## src/hw/rtl/seven_segment_display_frame_builder_macros.svh

```systemverilog
// Assertion macros shared by the frame builder modules.
`ifndef SEVEN_SEGMENT_DISPLAY_FRAME_BUILDER_MACROS_SVH
`define SEVEN_SEGMENT_DISPLAY_FRAME_BUILDER_MACROS_SVH

`ifndef SYNTHESIS
// same-cycle implication
`define SSDFB_ASSERT_IMPLY(label, clk, rst, a, b) \
  label: assert property (@(posedge clk) disable iff (rst) (a) |-> (b)) \
    else $error("ssdfb assertion failed");
// next-cycle implication
`define SSDFB_ASSERT_NEXT(label, clk, rst, a, b) \
  label: assert property (@(posedge clk) disable iff (rst) (a) |=> (b)) \
    else $error("ssdfb assertion failed");
`else
`define SSDFB_ASSERT_IMPLY(label, clk, rst, a, b)
`define SSDFB_ASSERT_NEXT(label, clk, rst, a, b)
`endif

`endif

```

## src/hw/rtl/ssdfb_pkg.sv

```systemverilog
package ssdfb_pkg;

  localparam int DIGIT_SLOTS = 4;
  localparam int QUEUE_DEPTH = 2;  // power of two, pointers wrap freely

  typedef enum logic [1:0] {
    OP_RAW   = 2'd0,
    OP_INT   = 2'd1,
    OP_TIME  = 2'd2,
    OP_CLEAR = 2'd3
  } opcode_t;

  localparam logic signed [14:0] NUM_MAX  = 15'sd9999;
  localparam logic signed [14:0] NUM_MIN  = -15'sd999;
  localparam logic [7:0]         PAIR_MAX = 8'd99;

  localparam logic [7:0] CMD_DATA   = 8'h40;
  localparam logic [7:0] CMD_ADDR   = 8'hC0;
  localparam logic [7:0] CMD_CTRL   = 8'h80 | 8'h08;
  localparam logic [7:0] SEG_MINUS  = 8'h40;
  localparam logic [7:0] SEG_COLON  = 8'h80;
  localparam logic [2:0] BRIGHT_RST = 3'h7;

  // one classified command, ready for byte emission
  typedef struct packed {
    logic [3:0][7:0] segs;
    logic [2:0]      cnt;
    logic [1:0]      pos;
  } cmd_t;

  typedef struct packed {
    logic [3:0]  digit;
    logic [13:0] rem;
  } digit_rem_t;

  function automatic logic [7:0] glyph(input logic [3:0] d);
    logic [7:0] g;
    unique case (d)
      4'd0:    g = 8'h3F;
      4'd1:    g = 8'h06;
      4'd2:    g = 8'h5B;
      4'd3:    g = 8'h4F;
      4'd4:    g = 8'h66;
      4'd5:    g = 8'h6D;
      4'd6:    g = 8'h7D;
      4'd7:    g = 8'h07;
      4'd8:    g = 8'h7F;
      4'd9:    g = 8'h6F;
      default: g = 8'h00;
    endcase
    return g;
  endfunction

  // one decimal digit: parallel compares against multiples of the weight
  function automatic digit_rem_t split_digit(input logic [13:0] x,
                                             input logic [13:0] weight);
    digit_rem_t r;
    r.digit = 4'd0;
    r.rem   = x;
    for (int k = 1; k <= 9; k++) begin
      if (x >= 14'(k) * weight) begin
        r.digit = 4'(k);
        r.rem   = x - 14'(k) * weight;
      end
    end
    return r;
  endfunction

endpackage

```

## src/hw/rtl/ssdfb_front.sv

```systemverilog
module ssdfb_front (
  input  logic              clk,
  input  logic              rst,
  input  logic              in_valid,
  output logic              in_ready,
  input  logic [1:0]        in_op,
  input  logic [71:0]       in_data,
  output logic              push,
  output ssdfb_pkg::cmd_t   push_data,
  input  logic              q_full
);

  typedef struct packed {
    logic            reject;
    logic [1:0]      op;
    logic            neg;
    logic [13:0]     mag;
    logic [6:0]      left;
    logic [6:0]      right;
    logic [3:0][7:0] raw;
    logic [2:0]      cnt;
    logic [1:0]      pos;
  } stage_t;

  logic              s1_valid, s2_valid, s3_valid;
  stage_t            s1, s2, s3;
  stage_t            s0;
  stage_t            s1_fwd, s2_fwd;
  logic [3:0]        s2_d0;
  logic [3:0]        s3_d0, s3_d1;
  logic              adv;

  logic signed [14:0] num;
  logic signed [14:0] num_neg;
  logic [7:0]         left_in, right_in;
  logic [2:0]         dcount;
  ssdfb_pkg::digit_rem_t thou, hund, tens, lt, rt;
  logic               b0, b1, b2;
  ssdfb_pkg::cmd_t    cmd;

  // whole pipeline moves together; rejected items simply fall out the end
  assign adv      = !s3_valid || s3.reject || !q_full;
  assign in_ready = adv;
  assign push     = s3_valid && !s3.reject && !q_full;
  assign push_data = cmd;

  always_comb begin
    num      = $signed(in_data[14:0]);
    num_neg  = -num;
    left_in  = in_data[22:15];
    right_in = in_data[30:23];
    dcount   = in_data[65:63];
    s0.op    = in_op;
    s0.neg   = num < 0;
    s0.mag   = s0.neg ? num_neg[13:0] : num[13:0];
    s0.left  = left_in[6:0];
    s0.right = right_in[6:0];
    s0.raw   = {in_data[62:55], in_data[54:47], in_data[46:39], in_data[38:31]};
    s0.cnt   = (dcount > 3'(ssdfb_pkg::DIGIT_SLOTS)) ? 3'(ssdfb_pkg::DIGIT_SLOTS) : dcount;
    s0.pos   = in_data[67:66];
    s0.reject = ((in_op == ssdfb_pkg::OP_INT) &&
                 (num > ssdfb_pkg::NUM_MAX || num < ssdfb_pkg::NUM_MIN)) ||
                ((in_op == ssdfb_pkg::OP_TIME) &&
                 (left_in > ssdfb_pkg::PAIR_MAX || right_in > ssdfb_pkg::PAIR_MAX));
  end

  assign thou = ssdfb_pkg::split_digit(s1.mag, 14'd1000);
  assign hund = ssdfb_pkg::split_digit(s2.mag, 14'd100);

  // remainder travels on in place of the magnitude
  always_comb begin
    s1_fwd     = s1;
    s1_fwd.mag = {4'd0, thou.rem[9:0]};
    s2_fwd     = s2;
    s2_fwd.mag = {7'd0, hund.rem[6:0]};
  end

  always_ff @(posedge clk) begin
    if (rst) begin
      s1_valid <= 1'b0;
      s2_valid <= 1'b0;
      s3_valid <= 1'b0;
    end else if (adv) begin
      s1_valid <= in_valid;
      s2_valid <= s1_valid;
      s3_valid <= s2_valid;
    end
  end

  always_ff @(posedge clk) begin
    if (adv) begin
      s1    <= s0;
      s2    <= s1_fwd;
      s2_d0 <= thou.digit;
      s3    <= s2_fwd;
      s3_d0 <= s2_d0;
      s3_d1 <= hund.digit;
    end
  end

  assign tens = ssdfb_pkg::split_digit(s3.mag, 14'd10);
  assign lt   = ssdfb_pkg::split_digit(14'(s3.left), 14'd10);
  assign rt   = ssdfb_pkg::split_digit(14'(s3.right), 14'd10);

  always_comb begin
    b0 = s3_d0 == 4'd0;
    b1 = b0 && s3_d1 == 4'd0;
    b2 = b1 && tens.digit == 4'd0;
    cmd.cnt  = 3'(ssdfb_pkg::DIGIT_SLOTS);
    cmd.pos  = 2'd0;
    cmd.segs = '0;
    unique case (s3.op)
      ssdfb_pkg::OP_RAW: begin
        cmd.segs = s3.raw;
        cmd.cnt  = s3.cnt;
        cmd.pos  = s3.pos;
      end
      ssdfb_pkg::OP_INT: begin
        cmd.segs[0] = b0 ? 8'h00 : ssdfb_pkg::glyph(s3_d0);
        cmd.segs[1] = b1 ? 8'h00 : ssdfb_pkg::glyph(s3_d1);
        cmd.segs[2] = b2 ? 8'h00 : ssdfb_pkg::glyph(tens.digit);
        cmd.segs[3] = ssdfb_pkg::glyph(tens.rem[3:0]);
        // minus sits in the last blank place
        if (s3.neg) begin
          priority if (b2)      cmd.segs[2] = ssdfb_pkg::SEG_MINUS;
          else if (b1)          cmd.segs[1] = ssdfb_pkg::SEG_MINUS;
          else if (b0)          cmd.segs[0] = ssdfb_pkg::SEG_MINUS;
        end
      end
      ssdfb_pkg::OP_TIME: begin
        cmd.segs[0] = ssdfb_pkg::glyph(lt.digit);
        cmd.segs[1] = ssdfb_pkg::glyph(lt.rem[3:0]) | ssdfb_pkg::SEG_COLON;
        cmd.segs[2] = ssdfb_pkg::glyph(rt.digit);
        cmd.segs[3] = ssdfb_pkg::glyph(rt.rem[3:0]);
      end
      default: cmd.segs = '0;
    endcase
  end

endmodule

```

## src/hw/rtl/ssdfb_queue.sv

```systemverilog
`include "seven_segment_display_frame_builder_macros.svh"

module ssdfb_queue (
  input  logic            clk,
  input  logic            rst,
  input  logic            push,
  input  ssdfb_pkg::cmd_t push_data,
  output logic            full,
  input  logic            pop,
  output logic            pop_valid,
  output ssdfb_pkg::cmd_t pop_data
);

  localparam int DEPTH = ssdfb_pkg::QUEUE_DEPTH;
  localparam int AW    = (DEPTH > 1) ? $clog2(DEPTH) : 1;

  ssdfb_pkg::cmd_t entry [DEPTH];
  logic [AW-1:0]   wr_ptr, rd_ptr;
  logic [AW:0]     level;

  assign full      = level == (AW+1)'(DEPTH);
  assign pop_valid = level != '0;
  assign pop_data  = entry[rd_ptr];

  always_ff @(posedge clk) begin
    if (rst) begin
      wr_ptr <= '0;
      rd_ptr <= '0;
      level  <= '0;
    end else begin
      if (push) wr_ptr <= wr_ptr + 1'b1;
      if (pop)  rd_ptr <= rd_ptr + 1'b1;
      level <= level + (AW+1)'(push) - (AW+1)'(pop);
    end
  end

  always_ff @(posedge clk) begin
    if (push) entry[wr_ptr] <= push_data;
  end

  `SSDFB_ASSERT_IMPLY(a_no_overflow, clk, rst, push && !pop, !full)
  `SSDFB_ASSERT_IMPLY(a_no_underflow, clk, rst, pop, pop_valid)
  `SSDFB_ASSERT_NEXT(a_level_bound, clk, rst, 1'b1, level <= (AW+1)'(DEPTH))

endmodule

```

## src/hw/rtl/ssdfb_back.sv

```systemverilog
`include "seven_segment_display_frame_builder_macros.svh"

module ssdfb_back (
  input  logic            clk,
  input  logic            rst,
  input  logic            q_valid,
  input  ssdfb_pkg::cmd_t q_data,
  output logic            q_pop,
  input  logic            cfg_valid,
  input  logic [2:0]      cfg_data,
  output logic            m_tvalid,
  input  logic            m_tready,
  output logic [7:0]      m_tdata,
  output logic [1:0]      m_tuser,
  output logic            m_tlast
);

  typedef enum logic [4:0] {
    PH_IDLE = 5'b00001,
    PH_DATA = 5'b00010,
    PH_ADDR = 5'b00100,
    PH_SEG  = 5'b01000,
    PH_CTRL = 5'b10000
  } phase_t;

  phase_t          phase, phase_next;
  ssdfb_pkg::cmd_t cur;
  logic [1:0]      idx, idx_next;
  logic [2:0]      bright;
  logic            load, take, emit, seg_end;
  logic [7:0]      byte_out;
  logic            opens, closes, lastb;

  assign load    = !m_tvalid || m_tready;
  assign emit    = load && (phase != PH_IDLE);
  // next command is picked up while the control byte goes out
  assign take    = q_valid && ((phase == PH_IDLE) || (phase == PH_CTRL && load));
  assign q_pop   = take;
  assign seg_end = ({1'b0, idx} + 3'd1) == cur.cnt;

  always_comb begin
    phase_next = phase;
    idx_next   = idx;
    byte_out   = ssdfb_pkg::CMD_DATA;
    opens      = 1'b1;
    closes     = 1'b1;
    lastb      = 1'b0;
    unique case (phase)
      PH_IDLE: phase_next = take ? PH_DATA : PH_IDLE;
      PH_DATA: phase_next = PH_ADDR;
      PH_ADDR: begin
        byte_out   = ssdfb_pkg::CMD_ADDR | {6'd0, cur.pos};
        closes     = cur.cnt == 3'd0;
        phase_next = (cur.cnt == 3'd0) ? PH_CTRL : PH_SEG;
        idx_next   = 2'd0;
      end
      PH_SEG: begin
        byte_out   = cur.segs[idx];
        opens      = 1'b0;
        closes     = seg_end;
        phase_next = seg_end ? PH_CTRL : PH_SEG;
        idx_next   = idx + 2'd1;
      end
      PH_CTRL: begin
        byte_out   = ssdfb_pkg::CMD_CTRL | {5'd0, bright};
        lastb      = 1'b1;
        phase_next = take ? PH_DATA : PH_IDLE;
      end
      default: phase_next = PH_IDLE;
    endcase
  end

  always_ff @(posedge clk) begin
    if (rst) begin
      phase    <= PH_IDLE;
      m_tvalid <= 1'b0;
      bright   <= ssdfb_pkg::BRIGHT_RST;
    end else begin
      if (cfg_valid) bright <= cfg_data;
      if (load || phase == PH_IDLE) phase <= phase_next;
      if (load) m_tvalid <= emit;
    end
  end

  always_ff @(posedge clk) begin
    if (take) cur <= q_data;
    if (load || phase == PH_IDLE) idx <= idx_next;
    if (emit) begin
      m_tdata <= byte_out;
      m_tuser <= {closes, opens};
      m_tlast <= lastb;
    end
  end

  `SSDFB_ASSERT_IMPLY(a_seg_in_range, clk, rst, phase == PH_SEG, {1'b0, idx} < cur.cnt)
  `SSDFB_ASSERT_NEXT(a_ctrl_is_last, clk, rst, emit && phase == PH_CTRL, m_tvalid && m_tlast)
  `SSDFB_ASSERT_NEXT(a_stall_holds_phase, clk, rst,
    m_tvalid && !m_tready && phase != PH_IDLE, $stable(phase))

endmodule

```

## src/hw/rtl/seven_segment_display_frame_builder.sv

```systemverilog
// Builds the bus byte sequence for a four-digit seven-segment driver.
// Input items arrive on s_t*: tuser carries the opcode (raw, integer, time,
// clear), tdata the operand fields. Each command becomes a run of items on
// m_t*: data command 0x40, address 0xC0 plus position, the segment bytes,
// then display control 0x88 | brightness. tuser flags a start condition
// before (bit 0) and a stop condition after (bit 1) each byte; tlast marks
// the control byte that ends the command. Commands out of range are dropped.
// cfg_* writes the 3-bit brightness; cfg_ready is always high.
// On its way to the bus a command passes three decode stages, a two-entry
// command queue and the output register. Throughput: one byte per cycle
// while the receiver is ready; a command takes 3 + segment count bytes
// (7 for integer, time and clear), set by the byte sequencer.
// The decode stages take a new item every cycle while the queue has room.
// Reset empties the pipeline and queue and sets brightness to 7.
// A stalled receiver holds the output register; the queue fills, then
// s_tready drops until bytes drain.
module seven_segment_display_frame_builder (
  input  logic        clk,
  input  logic        rst,
  input  logic        s_tvalid,
  output logic        s_tready,
  input  logic [71:0] s_tdata,   // number, left_pair, right_pair, raw_seg0..3,
                                 // digit_count, start_position, zero pad
  input  logic [1:0]  s_tuser,   // opcode
  output logic        m_tvalid,
  input  logic        m_tready,
  output logic [7:0]  m_tdata,   // bus_byte
  output logic [1:0]  m_tuser,   // opens_frame, closes_frame
  output logic        m_tlast,
  input  logic        cfg_valid,
  output logic        cfg_ready,
  input  logic [2:0]  cfg_data
);

  logic            push, q_full, q_pop, q_valid;
  ssdfb_pkg::cmd_t push_data, q_data;

  assign cfg_ready = 1'b1;

  ssdfb_front u_front (
    .clk       (clk),
    .rst       (rst),
    .in_valid  (s_tvalid),
    .in_ready  (s_tready),
    .in_op     (s_tuser),
    .in_data   (s_tdata),
    .push      (push),
    .push_data (push_data),
    .q_full    (q_full)
  );

  ssdfb_queue u_queue (
    .clk       (clk),
    .rst       (rst),
    .push      (push),
    .push_data (push_data),
    .full      (q_full),
    .pop       (q_pop),
    .pop_valid (q_valid),
    .pop_data  (q_data)
  );

  ssdfb_back u_back (
    .clk       (clk),
    .rst       (rst),
    .q_valid   (q_valid),
    .q_data    (q_data),
    .q_pop     (q_pop),
    .cfg_valid (cfg_valid),
    .cfg_data  (cfg_data),
    .m_tvalid  (m_tvalid),
    .m_tready  (m_tready),
    .m_tdata   (m_tdata),
    .m_tuser   (m_tuser),
    .m_tlast   (m_tlast)
  );

endmodule

```

## config.mk

```make
export PLATFORM = sky130hd
export DESIGN_NAME = seven_segment_display_frame_builder
export DESIGN_NICKNAME = d
export VERILOG_FILES = /design/src/hw/rtl/ssdfb_pkg.sv /design/src/hw/rtl/ssdfb_front.sv /design/src/hw/rtl/ssdfb_queue.sv /design/src/hw/rtl/ssdfb_back.sv /design/src/hw/rtl/seven_segment_display_frame_builder.sv
export VERILOG_INCLUDE_DIRS = /design/src /design/src/hw/rtl
export SDC_FILE = /design/constraint.sdc
export NUM_CORES = 1
export LEC_CHECK = 0
export ABC_AREA = 1
export BUFFER_PORTS_ARGS = -buffer_cell sky130_fd_sc_hd__buf_2
export CAP_MARGIN = 0
export CORE_UTILIZATION = 50
export CTS_CLUSTER_SIZE = 40
export DETAILED_ROUTE_END_ITERATION = 7
export GPL_ROUTABILITY_DRIVEN = 0
export PLACE_DENSITY = 0.67
export RECOVER_POWER = 50
export SLEW_MARGIN = 10
export SYNTH_ARGS = -nofsm -noshare
export SYNTH_HDL_FRONTEND = slang
export SYNTH_HIERARCHICAL = 1
export SYNTH_SLANG_ARGS = --single-unit
```

## constraint.sdc

```tcl
create_clock -name clk -period 5.5 [get_ports clk]
set_clock_uncertainty 0.2 [all_clocks]
set_input_delay 1.1 -clock clk [delete_from_list [all_inputs] [get_ports clk]]
set_output_delay 1.1 -clock clk [all_outputs]
set_load 0.03 [all_outputs]
```

==> impl_summary.log <==
[metrics] wire length of the first global-routing pass: 60600 um
[metrics] minimum period implied by the final worst setup slack: 4040 ps
[metrics] grt met1 use: 24.5%
[metrics] average wire per cell in the routed design: 15.0 um
[metrics] global route total overflow: 0
[metrics] post-synthesis sequential element count: 356
[metrics] number of detailed-route iterations in the first pass: 5
[metrics] violations in the final reports: max-capacitance violations, max-slew violations
[metrics] class of the most critical hold timing path: flip-flop to flip-flop
[metrics] TritonCTS clock tree: yes
[metrics] Post-Place Worst Slack: 1870 ps
[metrics] CP max-delay cell: sky130_fd_sc_hd__clkbuf_1
[metrics] post-route worst setup slack: 1460 ps
[metrics] area occupied by registers: 10500 um^2
[metrics] fraction of the yosys area taken by sequential cells: 56.2%
[metrics] M2 GR Usage: 33.6%
[metrics] CP max stage delay: 1480 ps
[metrics] ratio of routed vias to standard cells: 5.32
[metrics] Warnings, synthesis: 6
[metrics] total power of the final layout: 9.00 mW
[metrics] share of the clock period used by the worst path: 73.4%
[metrics] portion of synthesized cell area occupied by the leading cell type: 53.6%
[metrics] postcts setup bufs: 0
[metrics] power density of the placed cells: 434 nW/um^2
[metrics] floorplan die area: 38000 um^2
[metrics] initial drt markers: 871
[metrics] number of instances on the worst hold path: 0
[metrics] worst path required time: 5750 ps
[metrics] Pleak: 8.85 nW
[metrics] fin. max-slew vios: 117
[metrics] effective utilization at floorplan: 50.8%
[metrics] Detail Route Antenna Nets: 0
[metrics] Cell Count Post-Placement: 2375
[metrics] total of cells resized after clock tree synthesis: 0
[metrics] worst setup path class: flip-flop to flip-flop
[metrics] area of the core: 36600 um^2
[metrics] Fin. Hold Viols: 0
[metrics] area of the multi-input gates: 6980 um^2
[metrics] arrival time at the worst endpoint: 4290 ps
[metrics] average footprint of a synthesized cell: 10.1 um^2
[metrics] H-tree levels: 2
[metrics] number of cells on the worst reg-to-reg path: 12
[metrics] final hold slack: 206 ps
[metrics] die height: 195 um
[metrics] kind of start point of the critical path: flip-flop
[metrics] area after detailed placement: 19500 um^2
[metrics] placement row count: 70
[metrics] gate count of the mapped netlist: 1841
[metrics] number of distinct library cells after synthesis: 60
[metrics] number of antenna violations at the first check in global routing: 0
[metrics] Mapped Nets: 2027
[metrics] Die X: 195 um
[metrics] maxcap violations: 3
[metrics] number of CTS-inserted buffers: 40
[metrics] setup repair after global routing missed its margin: no
[metrics] Least-Margin Pin Slew: 2190 ps
[metrics] final-layout setup total negative slack: 0 ps
[metrics] Max Clock Freq: 248 MHz
[metrics] gate family responsible for the most delay along the worst path: buffers and inverters
[metrics] count of antenna diodes in the layout: 0
[metrics] highest fanout seen on the critical path: 39
[metrics] largest cells by area after synthesis: sky130_fd_sc_hd__edfxtp_1 (54%), sky130_fd_sc_hd__nand2_1 (8.2%), sky130_fd_sc_hd__ha_1 (7.0%)
[metrics] number of synthesized flops with an enable pin: 332
[metrics] chain of cells forming the critical path: nor2_1 > nand4_1 > nand2_1 > nand3_1 > inv_1 > clkbuf_1 > ha_1 > inv_1 > ha_1 > nand2_1 > a21oi_1 > nor2_1
[metrics] nets: 2135
[metrics] number of top-level design ports: 96
[metrics] fraction of synthesis flops using an asynchronous set or reset pin: 0%
[metrics] final cell count without fillers: 2448
[metrics] final non-filler cell area: 20700 um^2
[metrics] vias: 13000
[metrics] layout overhead on the synthesized area: 11.5%
[metrics] post-detailed-route DRC marker count: 0
[metrics] final core utilization: 56.7%
[metrics] largest net degree at the start of global routing: 140
[metrics] CP endpoint kind: flip-flop
[metrics] number of stages on the worst setup path: 12
[metrics] count of hold buffers inserted by post-cts repair: 0
[metrics] max-slew headroom at the worst pin: -46.2%
[metrics] dominant cell type by area after synthesis: sky130_fd_sc_hd__edfxtp_1
[metrics] CTS Root Cell: sky130_fd_sc_hd__clkbuf_16
[metrics] # setup viols final: 0
[metrics] maximum VDD drop: 0.267 mV
[metrics] maximum buffer depth of the clock tree: 3
[metrics] number of buffers and inverters on the critical path: 3
[metrics] number of sinks driven by the clock tree: 356
[metrics] prevailing post-synth register cell: sky130_fd_sc_hd__edfxtp_1
[metrics] met3 Use GR: 3.09%
[metrics] area of the mapped netlist: 18600 um^2
[metrics] GR peak layer: met2
[metrics] dpl hpwl: 26100 um
[metrics] clock latency of the later-clocked register in the worst-skew pair: 560 ps
[metrics] FILL cells: 3120
[metrics] sum of routed wire length over all layers: 36700 um
[metrics] outcome: finished, violations left
[metrics] GRT Util Overall: 19.7%
[metrics] vias in the first global route: 12800
[metrics] share of cells above drive strength 1: 12.0%
[metrics] count of buffers from port buffering: 90
[metrics] Clk pin slew, worst setup/hold paths: 60 ps
-- logic make-up after synthesis --
group | after synthesis | share of synthesized area (%)
and+or+nand+nor | 780 | 18.0
buffers and inverters | 259 | 5.76
AOI/OAI and AO/OA | 261 | 8.14
muxes | 37 | 2.84
other | 1 | 0.0202
xor gates and xnor gates | 43 | 2.02
adders and majority gates | 104 | 6.99
DFF | 356 | 56.2
-- cell usage after synthesis (6+ instances only) --
master                     instances
sky130_fd_sc_hd__o21ai_1          17
sky130_fd_sc_hd__buf_4             6
sky130_fd_sc_hd__ha_1            104
sky130_fd_sc_hd__nand3_1         143
sky130_fd_sc_hd__nor2_2            8
sky130_fd_sc_hd__or2_2             9
sky130_fd_sc_hd__nand4_1          15
sky130_fd_sc_hd__dfxtp_1          24
sky130_fd_sc_hd__a21oi_1         110
sky130_fd_sc_hd__mux2_2            7
sky130_fd_sc_hd__edfxtp_1        332
sky130_fd_sc_hd__inv_1           194
sky130_fd_sc_hd__nor3_1           16
sky130_fd_sc_hd__mux2_4           30
sky130_fd_sc_hd__buf_2            11
sky130_fd_sc_hd__o21ai_0          75
sky130_fd_sc_hd__nand2_1         405
sky130_fd_sc_hd__xor2_1           30
sky130_fd_sc_hd__clkbuf_1         10
sky130_fd_sc_hd__xnor2_1          13
sky130_fd_sc_hd__inv_2            31
sky130_fd_sc_hd__o211ai_1          9
sky130_fd_sc_hd__nand2_2          21
sky130_fd_sc_hd__nor2_1          143
-- layout by cell type (no fill, tap or decap), drive strengths merged, types with 17 or more instances in the layout --
master	instances
clkinv	17
nor2	156
xor2	30
edfxtp	332
clkbuf	65
nor3	18
inv	227
a21oi	114
nand3	145
buf	82
nand2	427
dfxtp	24
ha	104
mux2	37
o21ai	95
-- power by group --
group          internal (mW)  switching (mW)
Combinational          0.870            1.72
Sequential              3.46           0.239
Clock                   1.63            1.07
Total                   5.97            3.03
-- area by class of cell --
type | instances | area share (%)
Tap cell | 468 | 2.82
Timing Repair Buffer | 98 | 2.39
Clock buffer | 49 | 5.13
Multi-Input combinational cell | 1226 | 33.7
Clock inverter | 24 | 1.50
Inverter | 227 | 4.11
Sequential cell | 356 | 50.4
-- layer usage --
metal | share of wire, % | up-vias
met3 | 5.5 | 94
met1 | 43 | 6037
met2 | 48 | 412
met5 | 0 | -
li1 | - | 6491
met4 | 3.4 | 0
-- worst register-to-register path: cells and delay by family (launching register included) --
kind	cells	cell delay (ps)
AND/OR/NAND/NOR	6	960
buffers and inverters	3	1610
AO/OA/AOI/OAI	1	180
flip-flops	1	330
adder cells (fa/ha/maj)	2	630
-- final timing paths --
check / startpoint / endpoint / slack (ps)
worst max register to register: u_back/phase[3]$_SDFFE_PP0P_ / u_queue/level[1]$_SDFF_PP0_ / 1460
worst min-delay path: u_front/s2[27]$_DFFE_PN_ / u_front/s3[27]$_DFFE_PN_ / 210
worst max-delay path: u_back/phase[3]$_SDFFE_PP0P_ / u_queue/level[1]$_SDFF_PP0_ / 1460
worst min register to register: u_front/s2[27]$_DFFE_PN_ / u_front/s3[27]$_DFFE_PN_ / 210
-- state kept, by name (all words and copies together) (netlist names), 2 cells and up, named ones only --
register        flops
u_back/idx          2
u_front/s3_d0       4
u_front/s1         69
u_front/s2_d0       4
u_back/bright       3
u_queue/entry      74
u_front/s3         62
u_back/phase        5
u_queue/level       2
u_front/s3_d1       4
u_back/cur         37
u_front/s2         65
u_back/m_tdata      8
u_back/m_tuser      2
Note: power is estimated with default switching activity, not from simulation.
